===== src/sv/i2cbb_pkg.sv =====
package i2cbb_pkg;

    localparam int SEQ_DEPTH  = 1024;
    localparam int IDX_W      = $clog2(SEQ_DEPTH);
    localparam int ENTRY_W    = 10;
    localparam int PC_W       = 6;
    localparam int FRAME_BITS = 9;
    localparam int CNT_W      = $clog2(FRAME_BITS + 1);

    typedef logic [PC_W-1:0]  pc_t;
    typedef logic [IDX_W-1:0] idx_t;
    typedef logic [CNT_W-1:0] cnt_t;

    typedef enum logic [2:0] {
        CMD_OPEN     = 3'd0,
        CMD_WRITE    = 3'd1,
        CMD_CLOSE_WR = 3'd2,
        CMD_RESTART  = 3'd3,
        CMD_READ     = 3'd4,
        CMD_CLOSE_RD = 3'd5
    } cmd_t;

    typedef enum logic [2:0] {
        SDA_ZERO,
        SDA_ONE,
        SDA_NPREV,
        SDA_NBIT,
        SDA_NSPV
    } sda_sel_t;

    typedef enum logic [2:0] {
        JMP_NONE,
        JMP_STARTED,
        JMP_SPV_HI,
        JMP_SPV_LO,
        JMP_CNT_NOT1
    } jmp_t;

    typedef enum logic [1:0] {
        SPV_KEEP,
        SPV_ONE,
        SPV_NBIT
    } spv_op_t;

    typedef enum logic {
        ST_IDLE,
        ST_RUN
    } seq_state_t;

    // program entry points and jump targets
    localparam pc_t PC_OPEN       = PC_W'(0);
    localparam pc_t PC_OPEN_START = PC_W'(4);
    localparam pc_t PC_OPEN_BIT   = PC_W'(5);
    localparam pc_t PC_WRITE      = PC_W'(8);
    localparam pc_t PC_CLOSE_WR   = PC_W'(11);
    localparam pc_t PC_CW_LOW     = PC_W'(13);
    localparam pc_t PC_RESTART    = PC_W'(15);
    localparam pc_t PC_RS_LOW     = PC_W'(17);
    localparam pc_t PC_RS_BIT     = PC_W'(19);
    localparam pc_t PC_READ       = PC_W'(22);
    localparam pc_t PC_CLOSE_RD   = PC_W'(29);

    typedef struct packed {
        sda_sel_t sda_sel;
        logic     scl;
        logic     rc;
        logic     busy;
        logic     next_zero;
        logic     adv;
        logic     shift;
        logic     set_started;
        logic     fin;
        jmp_t     jmp;
        pc_t      target;
        spv_op_t  spv;
    } uword_t;

    typedef struct packed {
        logic [2:0] cmd;
        logic [6:0] slave_addr;
        logic [7:0] data_byte;
        logic       last_byte;
    } req_t;

    typedef struct packed {
        logic [ENTRY_W-1:0] entry_index;
        logic [ENTRY_W-1:0] next_index;
        logic               read_capture;
        logic               sda_low;
        logic               scl_bit;
        logic               bus_busy;
        logic               last;
    } ent_t;

    typedef struct packed {
        logic started;
        logic spv;
        logic cnt_not1;
        logic out_free;
    } dp_status_t;

    typedef struct packed {
        logic load;
        logic step;
        logic taken;
        logic done;
    } seq_ctl_t;

    function automatic pc_t entry_pc(input logic [2:0] cmd);
        pc_t pc;
        unique case (cmd_t'(cmd))
            CMD_OPEN:     pc = PC_OPEN;
            CMD_WRITE:    pc = PC_WRITE;
            CMD_CLOSE_WR: pc = PC_CLOSE_WR;
            CMD_RESTART:  pc = PC_RESTART;
            CMD_READ:     pc = PC_READ;
            CMD_CLOSE_RD: pc = PC_CLOSE_RD;
            default:      pc = PC_OPEN;
        endcase
        return pc;
    endfunction

endpackage


===== src/sv/i2cbb_rom.sv =====
module i2cbb_rom import i2cbb_pkg::*; (
    input  pc_t    pc,
    output uword_t uw
);

    always_comb
    begin
        uw             = '0;
        uw.sda_sel     = SDA_ZERO;
        uw.jmp         = JMP_NONE;
        uw.spv         = SPV_KEEP;
        uw.target      = PC_OPEN;
        uw.busy        = 1'b1;
        uw.adv         = 1'b1;
        unique case (pc)
            // open: bus free, busy, optional dummy start/stop, start, address, write bit, ack
            PC_W'(0):
            begin
                uw.busy      = 1'b0;
                uw.next_zero = 1'b1;
            end
            PC_W'(1):
            begin
                uw.jmp    = JMP_STARTED;
                uw.target = PC_OPEN_START;
            end
            PC_W'(2): uw.sda_sel = SDA_ONE;
            PC_W'(3): uw.set_started = 1'b1;
            PC_W'(4): uw.sda_sel = SDA_ONE;
            PC_W'(5):
            begin
                uw.sda_sel = SDA_NPREV;
                uw.scl     = 1'b1;
            end
            PC_W'(6):
            begin
                uw.sda_sel = SDA_NBIT;
                uw.scl     = 1'b1;
            end
            PC_W'(7):
            begin
                uw.sda_sel = SDA_NBIT;
                uw.shift   = 1'b1;
                uw.jmp     = JMP_CNT_NOT1;
                uw.target  = PC_OPEN_BIT;
                uw.fin     = 1'b1;
                uw.spv     = SPV_ONE;
            end
            // write byte
            PC_W'(8):
            begin
                uw.sda_sel = SDA_NPREV;
                uw.scl     = 1'b1;
            end
            PC_W'(9):
            begin
                uw.sda_sel = SDA_NBIT;
                uw.scl     = 1'b1;
            end
            PC_W'(10):
            begin
                uw.sda_sel = SDA_NBIT;
                uw.shift   = 1'b1;
                uw.jmp     = JMP_CNT_NOT1;
                uw.target  = PC_WRITE;
                uw.fin     = 1'b1;
                uw.spv     = SPV_ONE;
            end
            // close write
            PC_W'(11):
            begin
                uw.sda_sel = SDA_NSPV;
                uw.scl     = 1'b1;
                uw.jmp     = JMP_SPV_LO;
                uw.target  = PC_CW_LOW;
            end
            PC_W'(12):
            begin
                uw.sda_sel = SDA_ONE;
                uw.scl     = 1'b1;
            end
            PC_W'(13): uw.sda_sel = SDA_ONE;
            PC_W'(14):
            begin
                uw.next_zero = 1'b1;
                uw.adv       = 1'b0;
                uw.fin       = 1'b1;
                uw.spv       = SPV_ONE;
            end
            // restart read
            PC_W'(15):
            begin
                uw.sda_sel = SDA_NSPV;
                uw.scl     = 1'b1;
                uw.jmp     = JMP_SPV_HI;
                uw.target  = PC_RS_LOW;
            end
            PC_W'(16): uw.scl = 1'b1;
            PC_W'(17): uw.sda_sel = SDA_ZERO;
            PC_W'(18): uw.sda_sel = SDA_ONE;
            PC_W'(19):
            begin
                uw.sda_sel = SDA_NPREV;
                uw.scl     = 1'b1;
            end
            PC_W'(20):
            begin
                uw.sda_sel = SDA_NBIT;
                uw.scl     = 1'b1;
            end
            PC_W'(21):
            begin
                uw.sda_sel = SDA_NBIT;
                uw.shift   = 1'b1;
                uw.jmp     = JMP_CNT_NOT1;
                uw.target  = PC_RS_BIT;
                uw.fin     = 1'b1;
                uw.spv     = SPV_ONE;
            end
            // read byte: eight data bits with capture, then ack or nack
            PC_W'(22):
            begin
                uw.sda_sel = SDA_NPREV;
                uw.scl     = 1'b1;
            end
            PC_W'(23):
            begin
                uw.sda_sel = SDA_NBIT;
                uw.scl     = 1'b1;
            end
            PC_W'(24):
            begin
                uw.sda_sel = SDA_NBIT;
                uw.shift   = 1'b1;
            end
            PC_W'(25):
            begin
                uw.rc     = 1'b1;
                uw.jmp    = JMP_CNT_NOT1;
                uw.target = PC_READ;
            end
            PC_W'(26):
            begin
                uw.sda_sel = SDA_NPREV;
                uw.scl     = 1'b1;
            end
            PC_W'(27):
            begin
                uw.sda_sel = SDA_NBIT;
                uw.scl     = 1'b1;
            end
            PC_W'(28):
            begin
                uw.sda_sel = SDA_NBIT;
                uw.shift   = 1'b1;
                uw.fin     = 1'b1;
                uw.spv     = SPV_NBIT;
            end
            // close read
            PC_W'(29): uw.scl = 1'b1;
            PC_W'(30):
            begin
                uw.sda_sel = SDA_ONE;
                uw.scl     = 1'b1;
            end
            PC_W'(31): uw.sda_sel = SDA_ONE;
            PC_W'(32):
            begin
                uw.next_zero = 1'b1;
                uw.adv       = 1'b0;
                uw.fin       = 1'b1;
                uw.spv       = SPV_ONE;
            end
            default:
            begin
                uw.fin = 1'b1;
                uw.adv = 1'b0;
            end
        endcase
    end

endmodule


===== src/sv/i2cbb_seq.sv =====
module i2cbb_seq import i2cbb_pkg::*; (
    input  logic       clk,
    input  logic       rst_n,
    input  logic       req_valid,
    input  logic [2:0] req_cmd,
    output logic       req_ready,
    input  uword_t     uw,
    input  dp_status_t st,
    output pc_t        pc,
    output seq_ctl_t   ctl
);

    seq_state_t state_reg, state_next;
    pc_t        pc_reg, pc_next;
    logic       cmd_ok;
    logic       accept;
    logic       taken;

    assign cmd_ok = (req_cmd <= 3'(CMD_CLOSE_RD));
    assign pc     = pc_reg;

    always_comb
    begin
        unique case (uw.jmp)
            JMP_NONE:     taken = 1'b0;
            JMP_STARTED:  taken = st.started;
            JMP_SPV_HI:   taken = st.spv;
            JMP_SPV_LO:   taken = ~st.spv;
            JMP_CNT_NOT1: taken = st.cnt_not1;
            default:      taken = 1'b0;
        endcase
    end

    // outputs
    always_comb
    begin
        req_ready = (state_reg == ST_IDLE);
        accept    = req_ready && req_valid;
        ctl.load  = accept;
        ctl.step  = (state_reg == ST_RUN) && st.out_free;
        ctl.taken = taken;
        ctl.done  = ctl.step && uw.fin && !taken;
    end

    // next state
    always_comb
    begin
        state_next = state_reg;
        unique case (state_reg)
            ST_IDLE:
                if (req_valid && cmd_ok)
                begin
                    state_next = ST_RUN;
                end
            ST_RUN:
                if (ctl.done)
                begin
                    state_next = ST_IDLE;
                end
            default: state_next = ST_IDLE;
        endcase
    end

    always_comb
    begin
        pc_next = pc_reg;
        if (accept)
        begin
            pc_next = entry_pc(req_cmd);
        end
        else if (ctl.step)
        begin
            pc_next = taken ? uw.target : pc_reg + PC_W'(1);
        end
    end

    always_ff @(posedge clk or negedge rst_n)
    begin
        if (!rst_n)
        begin
            state_reg <= ST_IDLE;
            pc_reg    <= PC_OPEN;
        end
        else
        begin
            state_reg <= state_next;
            pc_reg    <= pc_next;
        end
    end

endmodule


===== src/sv/i2cbb_dp.sv =====
module i2cbb_dp import i2cbb_pkg::*; (
    input  logic       clk,
    input  logic       rst_n,
    input  req_t       req,
    input  uword_t     uw,
    input  seq_ctl_t   ctl,
    output dp_status_t st,
    output ent_t       ent,
    output logic       ent_valid,
    input  logic       ent_ready
);

    idx_t                  idx_reg, idx_next;
    idx_t                  idx_inc;
    logic [FRAME_BITS-1:0] shreg_reg, shreg_next;
    cnt_t                  cnt_reg, cnt_next;
    logic                  prev_reg, prev_next;
    logic                  spv_reg, spv_next;
    logic                  started_reg, started_next;
    ent_t                  ent_reg, ent_next;
    logic                  ent_valid_reg, ent_valid_next;
    logic                  bit_cur;
    logic                  sda;

    assign bit_cur = shreg_reg[FRAME_BITS-1];
    assign idx_inc = (idx_reg == IDX_W'(SEQ_DEPTH - 1)) ? '0 : idx_reg + IDX_W'(1);

    assign st.started  = started_reg;
    assign st.spv      = spv_reg;
    assign st.cnt_not1 = (cnt_reg != CNT_W'(1));
    assign st.out_free = !ent_valid_reg || ent_ready;

    assign ent       = ent_reg;
    assign ent_valid = ent_valid_reg;

    always_comb
    begin
        unique case (uw.sda_sel)
            SDA_ZERO:  sda = 1'b0;
            SDA_ONE:   sda = 1'b1;
            SDA_NPREV: sda = ~prev_reg;
            SDA_NBIT:  sda = ~bit_cur;
            SDA_NSPV:  sda = ~spv_reg;
            default:   sda = 1'b0;
        endcase
    end

    always_comb
    begin
        idx_next       = idx_reg;
        shreg_next     = shreg_reg;
        cnt_next       = cnt_reg;
        prev_next      = prev_reg;
        spv_next       = spv_reg;
        started_next   = started_reg;
        ent_next       = ent_reg;
        ent_valid_next = ent_valid_reg;

        if (ent_ready)
        begin
            ent_valid_next = 1'b0;
        end

        if (ctl.load)
        begin
            cnt_next = CNT_W'(FRAME_BITS);
            unique case (cmd_t'(req.cmd))
                CMD_OPEN:
                begin
                    shreg_next = {req.slave_addr, 1'b0, 1'b1};
                    prev_next  = 1'b0;
                    idx_next   = '0;
                end
                CMD_RESTART:
                begin
                    shreg_next = {req.slave_addr, 1'b1, 1'b1};
                    prev_next  = 1'b0;
                end
                CMD_READ:
                begin
                    shreg_next = {8'hFF, req.last_byte};
                    prev_next  = spv_reg;
                end
                default:
                begin
                    shreg_next = {req.data_byte, 1'b1};
                    prev_next  = spv_reg;
                end
            endcase
        end
        else if (ctl.step)
        begin
            ent_next.entry_index  = ENTRY_W'(idx_reg);
            ent_next.next_index   = uw.next_zero ? '0 : ENTRY_W'(idx_inc);
            ent_next.read_capture = uw.rc;
            ent_next.sda_low      = sda;
            ent_next.scl_bit      = uw.scl;
            ent_next.bus_busy     = uw.busy;
            ent_next.last         = ctl.done;
            ent_valid_next        = 1'b1;

            if (uw.adv)
            begin
                idx_next = idx_inc;
            end
            if (uw.shift)
            begin
                shreg_next = {shreg_reg[FRAME_BITS-2:0], 1'b0};
                prev_next  = bit_cur;
                cnt_next   = cnt_reg - CNT_W'(1);
            end
            if (uw.set_started)
            begin
                started_next = 1'b1;
            end
            if (ctl.done)
            begin
                unique case (uw.spv)
                    SPV_KEEP: spv_next = spv_reg;
                    SPV_ONE:  spv_next = 1'b1;
                    SPV_NBIT: spv_next = ~bit_cur;
                    default:  spv_next = spv_reg;
                endcase
            end
        end
    end

    always_ff @(posedge clk or negedge rst_n)
    begin
        if (!rst_n)
        begin
            idx_reg       <= '0;
            spv_reg       <= 1'b1;
            started_reg   <= 1'b0;
            ent_valid_reg <= 1'b0;
        end
        else
        begin
            idx_reg       <= idx_next;
            spv_reg       <= spv_next;
            started_reg   <= started_next;
            ent_valid_reg <= ent_valid_next;
        end
    end

    always_ff @(posedge clk)
    begin
        shreg_reg <= shreg_next;
        cnt_reg   <= cnt_next;
        prev_reg  <= prev_next;
        ent_reg   <= ent_next;
    end

endmodule


===== src/sv/i2c_bitbang_sequence_builder.sv =====
// I2C bit-bang sequence builder
// req channel: one command word (cmd, slave_addr, data_byte, last_byte) per
// transaction step; req_ready is high only while no command is in progress
// ent channel: one sequence table entry per word; the final entry of a
// command carries last
// a command is accepted and dispatched first, then takes one microcode step
// per entry
// open emits 32 or 30 entries, write byte 27, close 3 to 4, restart read
// 30 to 31, read byte 35; the microcode program counter steps once a cycle
// while the output register is free; the first step emits the first entry
// cmd 6 and 7 are accepted and dropped with no entries
// when ent_ready is low the sequencer holds its step until the output
// register is free, so no entry is lost or repeated
// reset clears the table position, the dummy start/stop flag and the
// sda level tracker (released); no command is pending after reset
module i2c_bitbang_sequence_builder import i2cbb_pkg::*; (
    input  logic clk,
    input  logic rst_n,
    input  logic req_valid,
    output logic req_ready,
    input  req_t req,
    output logic ent_valid,
    input  logic ent_ready,
    output ent_t ent
);

    pc_t        pc;
    uword_t     uw;
    dp_status_t st;
    seq_ctl_t   ctl;

    i2cbb_rom u_rom (
        .pc (pc),
        .uw (uw)
    );

    i2cbb_seq u_seq (
        .clk       (clk),
        .rst_n     (rst_n),
        .req_valid (req_valid),
        .req_cmd   (req.cmd),
        .req_ready (req_ready),
        .uw        (uw),
        .st        (st),
        .pc        (pc),
        .ctl       (ctl)
    );

    i2cbb_dp u_dp (
        .clk       (clk),
        .rst_n     (rst_n),
        .req       (req),
        .uw        (uw),
        .ctl       (ctl),
        .st        (st),
        .ent       (ent),
        .ent_valid (ent_valid),
        .ent_ready (ent_ready)
    );

endmodule


===== config.mk =====
export PLATFORM = sky130hd
export DESIGN_NAME = i2c_bitbang_sequence_builder
export DESIGN_NICKNAME = d
export VERILOG_FILES = /design/src/sv/i2cbb_pkg.sv /design/src/sv/i2cbb_rom.sv /design/src/sv/i2cbb_seq.sv /design/src/sv/i2cbb_dp.sv /design/src/sv/i2c_bitbang_sequence_builder.sv
export SDC_FILE = /design/constraint.sdc
export NUM_CORES = 1
export LEC_CHECK = 0
export BUFFER_PORTS_ARGS = -buffer_cell sky130_fd_sc_hd__clkbuf_2
export CORE_ASPECT_RATIO = 0.75
export CORE_MARGIN = 1.5
export CORE_UTILIZATION = 40
export CTS_CLUSTER_DIAMETER = 120
export DETAILED_ROUTE_END_ITERATION = 8
export PLACE_DENSITY = 0.63
export SYNTH_ARGS = -nofsm -noshare
export SYNTH_HDL_FRONTEND = slang
export SYNTH_SLANG_ARGS = --single-unit

===== constraint.sdc =====
create_clock -name clk -period 2.24 [get_ports clk]
set_input_delay 0.224 -clock clk [delete_from_list [all_inputs] [get_ports clk]]
set_output_delay 0.224 -clock clk [all_outputs]
set_load 0.01 [all_outputs]

==> summary.md <==
| Metric | Value |
|---|---|
| Cell Rows | `30` |
| TritonCTS clock tree | `yes` |
| Min Tclk post-route | `2.412 ns` |
| Via count | `3446` |
| Fin nets | `542` |
| Post-synth top flop | `edfxtp_1` |
| CTS Buf Count | `9` |
| Synth warnings | `0` |
| Mapped Area | `0.003739 mm^2` |
| Ranking of synthesized cells by area | `edfxtp_1, dfrtp_1, nor2_1` |
| I/O pin total | `50` |
| Clock Sinks | `59` |
| Crit path cell chain | `buf_6 -> ha_4 -> buf_6 -> mux2i_4 -> o32ai_4 -> a311o_1 -> o32ai_4 -> buf_6 -> o21ai_2 -> o31ai_1` |
| Relative slew margins | `a little over 60%` |
| Area delta synth->final | `40.70%` |
| Most common cell after layout, fill and taps aside | `buf_4` |
| Critical path startpoint category | `register` |
| Largest net degree at the start of global routing | `33` |
| Die Area | `0.009942 mm^2` |
| Core area | `0.009046 mm^2` |
| Worst Max-Slew Pin Slew | `0.5844 ns` |
| Final slew viol count | `0` |
| Placed cell areas | `around 0.0045 mm^2` |
| Cells after synthesis | `393` |
| Pwr/cell area | `between 1500 and 2000 mW/mm^2` |
| Synthesis-stage register bit count | `59` |
| Final hold slack | `0.1594 ns` |
| Kind of end point of the critical path | `register` |
| Die Y | `a little under 90 um` |
| CP bufs+invs | `3` |
| HP Class | `primary input to register` |
| Crit-path leading delay family | `compound AO/OA/AOI/OAI gates` |
| F_max | `0.4146 GHz` |
| HPWL Detailed | `6.963 mm` |
| Wire length per cell | `16.30 um` |
| Clk root buf | `clkbuf_16` |
| Pwr Total | `7.989 mW` |
| Fin crit share | `107.7%` |
| Synth cell types | `72` |
| Final cell area excluding filler cells | `between 0.005 and 0.006 mm^2` |
| First-pass GRT wire length | `roughly 16 mm` |
| Initial core utilization | `between 40% and 50%` |
| Crit path DAT | `2.64 ns` |
| Slowest cell on the critical path | `dfrtp_2` |
| WL final | `10.45 mm` |
| Post-synthesis sequential area ratio | `43.67%` |
| Post-Route Skew | `0.007661 ns` |
| Pre-antenna DRT Iters | `5` |
| PortBufs | `49` |
| Vias per cell | `5.376` |
| Most frequent cells in the layout | `buf_4, clkbuf_2, nor2_1` |
| Share of cells above drive strength 1 | `39.96%` |
| Max cap viols | `0` |
| Setup ws final | `-0.1720 ns` |
| DRC Markers | `0` |
| Setup repair after global routing missed its margin | `true` |
| # diodes | `0` |
| Most common cell on crit path | `buf_6` |
| Max reg flops | `25` |
| Final Hold Fails | `0` |
| Status | `finished with violations` |
| RD Place Congestion | `0.8727` |
| Worst-path maximum fanout | `6` |
| Core Util, Final | `58.15%` |
| Req. time, crit path | `approximately 2.5 ns` |
| Clk buf depth | `2` |
| Die W | `114.6 um` |
| Failing checks | `setup timing` |
| Antenna Violating Nets Remaining | `0` |
| Share of the synthesized area in the top cell type | `28.11%` |
| Antenna violations before repair | `0` |
| Worst Path Class, Setup | `register to register` |
| DRT iter0 DRCs | `about 270` |
| Later-pin clock latency in the skew report | `0.33 ns` |
| FFs w/ async S/R, synth | `33.90%` |
| Synth Net Count | `427` |
| Grt total ovfl | `0` |
| Clock transition at the registers of the reported paths | `roughly 0.060 ns` |
| CTS HTree Levels | `3` |
| Pre-CTS setup slack | `-0.2502 ns` |
| Leakage | `2.159 nW` |
| # setup viols final | `16` |
| Gr usage total | `about a fifth` |
| Slowest stage delay, CP | `0.44 ns` |
| Synth area leader | `edfxtp_1` |
| Peak supply drop | `0.6246 mV` |
| Vias in the first global route | `3208` |
| Avg Inst Size Synth | `9.513 um^2` |
| Reg2reg setup slack | `-0.17 ns` |
| Post-synth EDFFs | `35` |
==> per-stage QoR <==
stage                     setup TNS [ns]  instances
after detailed placement          -2.972        611
final                             -1.506        641
after global placement            -2.230        611
after global routing              -2.947        641
after floorplan                        0        393
after CTS                        -0.2373        631
==> layer usage <==
layer  track usage [%]  wire length (um)
met1             31.06              5124
met2             31.25              4620
met3             4.266               537
met4             6.705               163
met5                 0                 0
==> timing repair <==
action	in CTS	in global routing
hold endpoints to repair	19	0
hold buffers	1	0
setup buffers	3	10
setup endpoints to repair	28	28
pin swaps	11	21
resized for setup	31	41
==> worst paths after layout <==
check,endpoint,cells past startpoint,startpoint
setup / recovery,u_dp.idx_reg[4]$_DFFE_PN0P_,10,u_seq.pc[1]$_DFFE_PN0P_
setup reg to reg,u_dp.idx_reg[4]$_DFFE_PN0P_,10,u_seq.pc[1]$_DFFE_PN0P_
max in group asynchronous,u_seq.pc[1]$_DFFE_PN0P_,2,rst_n
hold reg to reg,u_dp.ent_valid$_DFF_PN0_,2,u_dp.ent_valid$_DFF_PN0_
hold / removal,u_dp.ent_valid$_DFF_PN0_,3,ent_ready
min in group asynchronous,u_dp.idx_reg[8]$_DFFE_PN0P_,2,rst_n
==> where the power goes <==
part / leakage, nW / internal (mW) / total [mW] / switching, mW
sequential: 0.622 / 1.67 / 1.94 / 0.273
clock: 0.142 / 0.866 / 1.41 / 0.544
combinational: 1.39 / 2.21 / 4.64 / 2.43
total: 2.16 / 4.75 / 7.99 / 3.24
==> logic make-up after synthesis <==
group           count (synthesis)  synth area share [%]
simple gates                  147                 20.21
compound gates                109                 20.75
flops                          59                 43.68
buf+inv                        42                 5.321
mux                            13                 3.548
xor+xnor                       12                 2.811
fa+ha+maj                      11                 3.681
==> worst reg2reg max path: cells and delay by family, from the launching register on <==
kind / cells / cell delay [ns]
flip-flops: 1 / 0.44
adder cells (fa/ha/maj): 1 / 0.19
multiplexers: 1 / 0.17
buffers and inverters: 3 / 0.46
AO/OA/AOI/OAI: 5 / 1.03
==> final cells by class <==
| type | instances | area, um^2 |
|---|---|---|
| clock buffer | 9 | 225.2 |
| inverter | 17 | 66.31 |
| clock inverter | 7 | 76.32 |
| sequential | 59 | 1637 |
| timing repair buffer | 129 | 910.9 |
| tap | 128 | 160.2 |
| fill | 750 | 3786 |
| multi-input combinational | 292 | 2185 |
==> synth_stat cells (all sizes together) (11+ instances only) <==
master  count
dfrtp      19
nand2      27
mux2i      11
nor2       50
ha         11
edfxtp     35
o21ai      37
inv        16
buf        14
a21oi      21
clkbuf     11
nand3      11
Power figures use the tool's default switching activity.
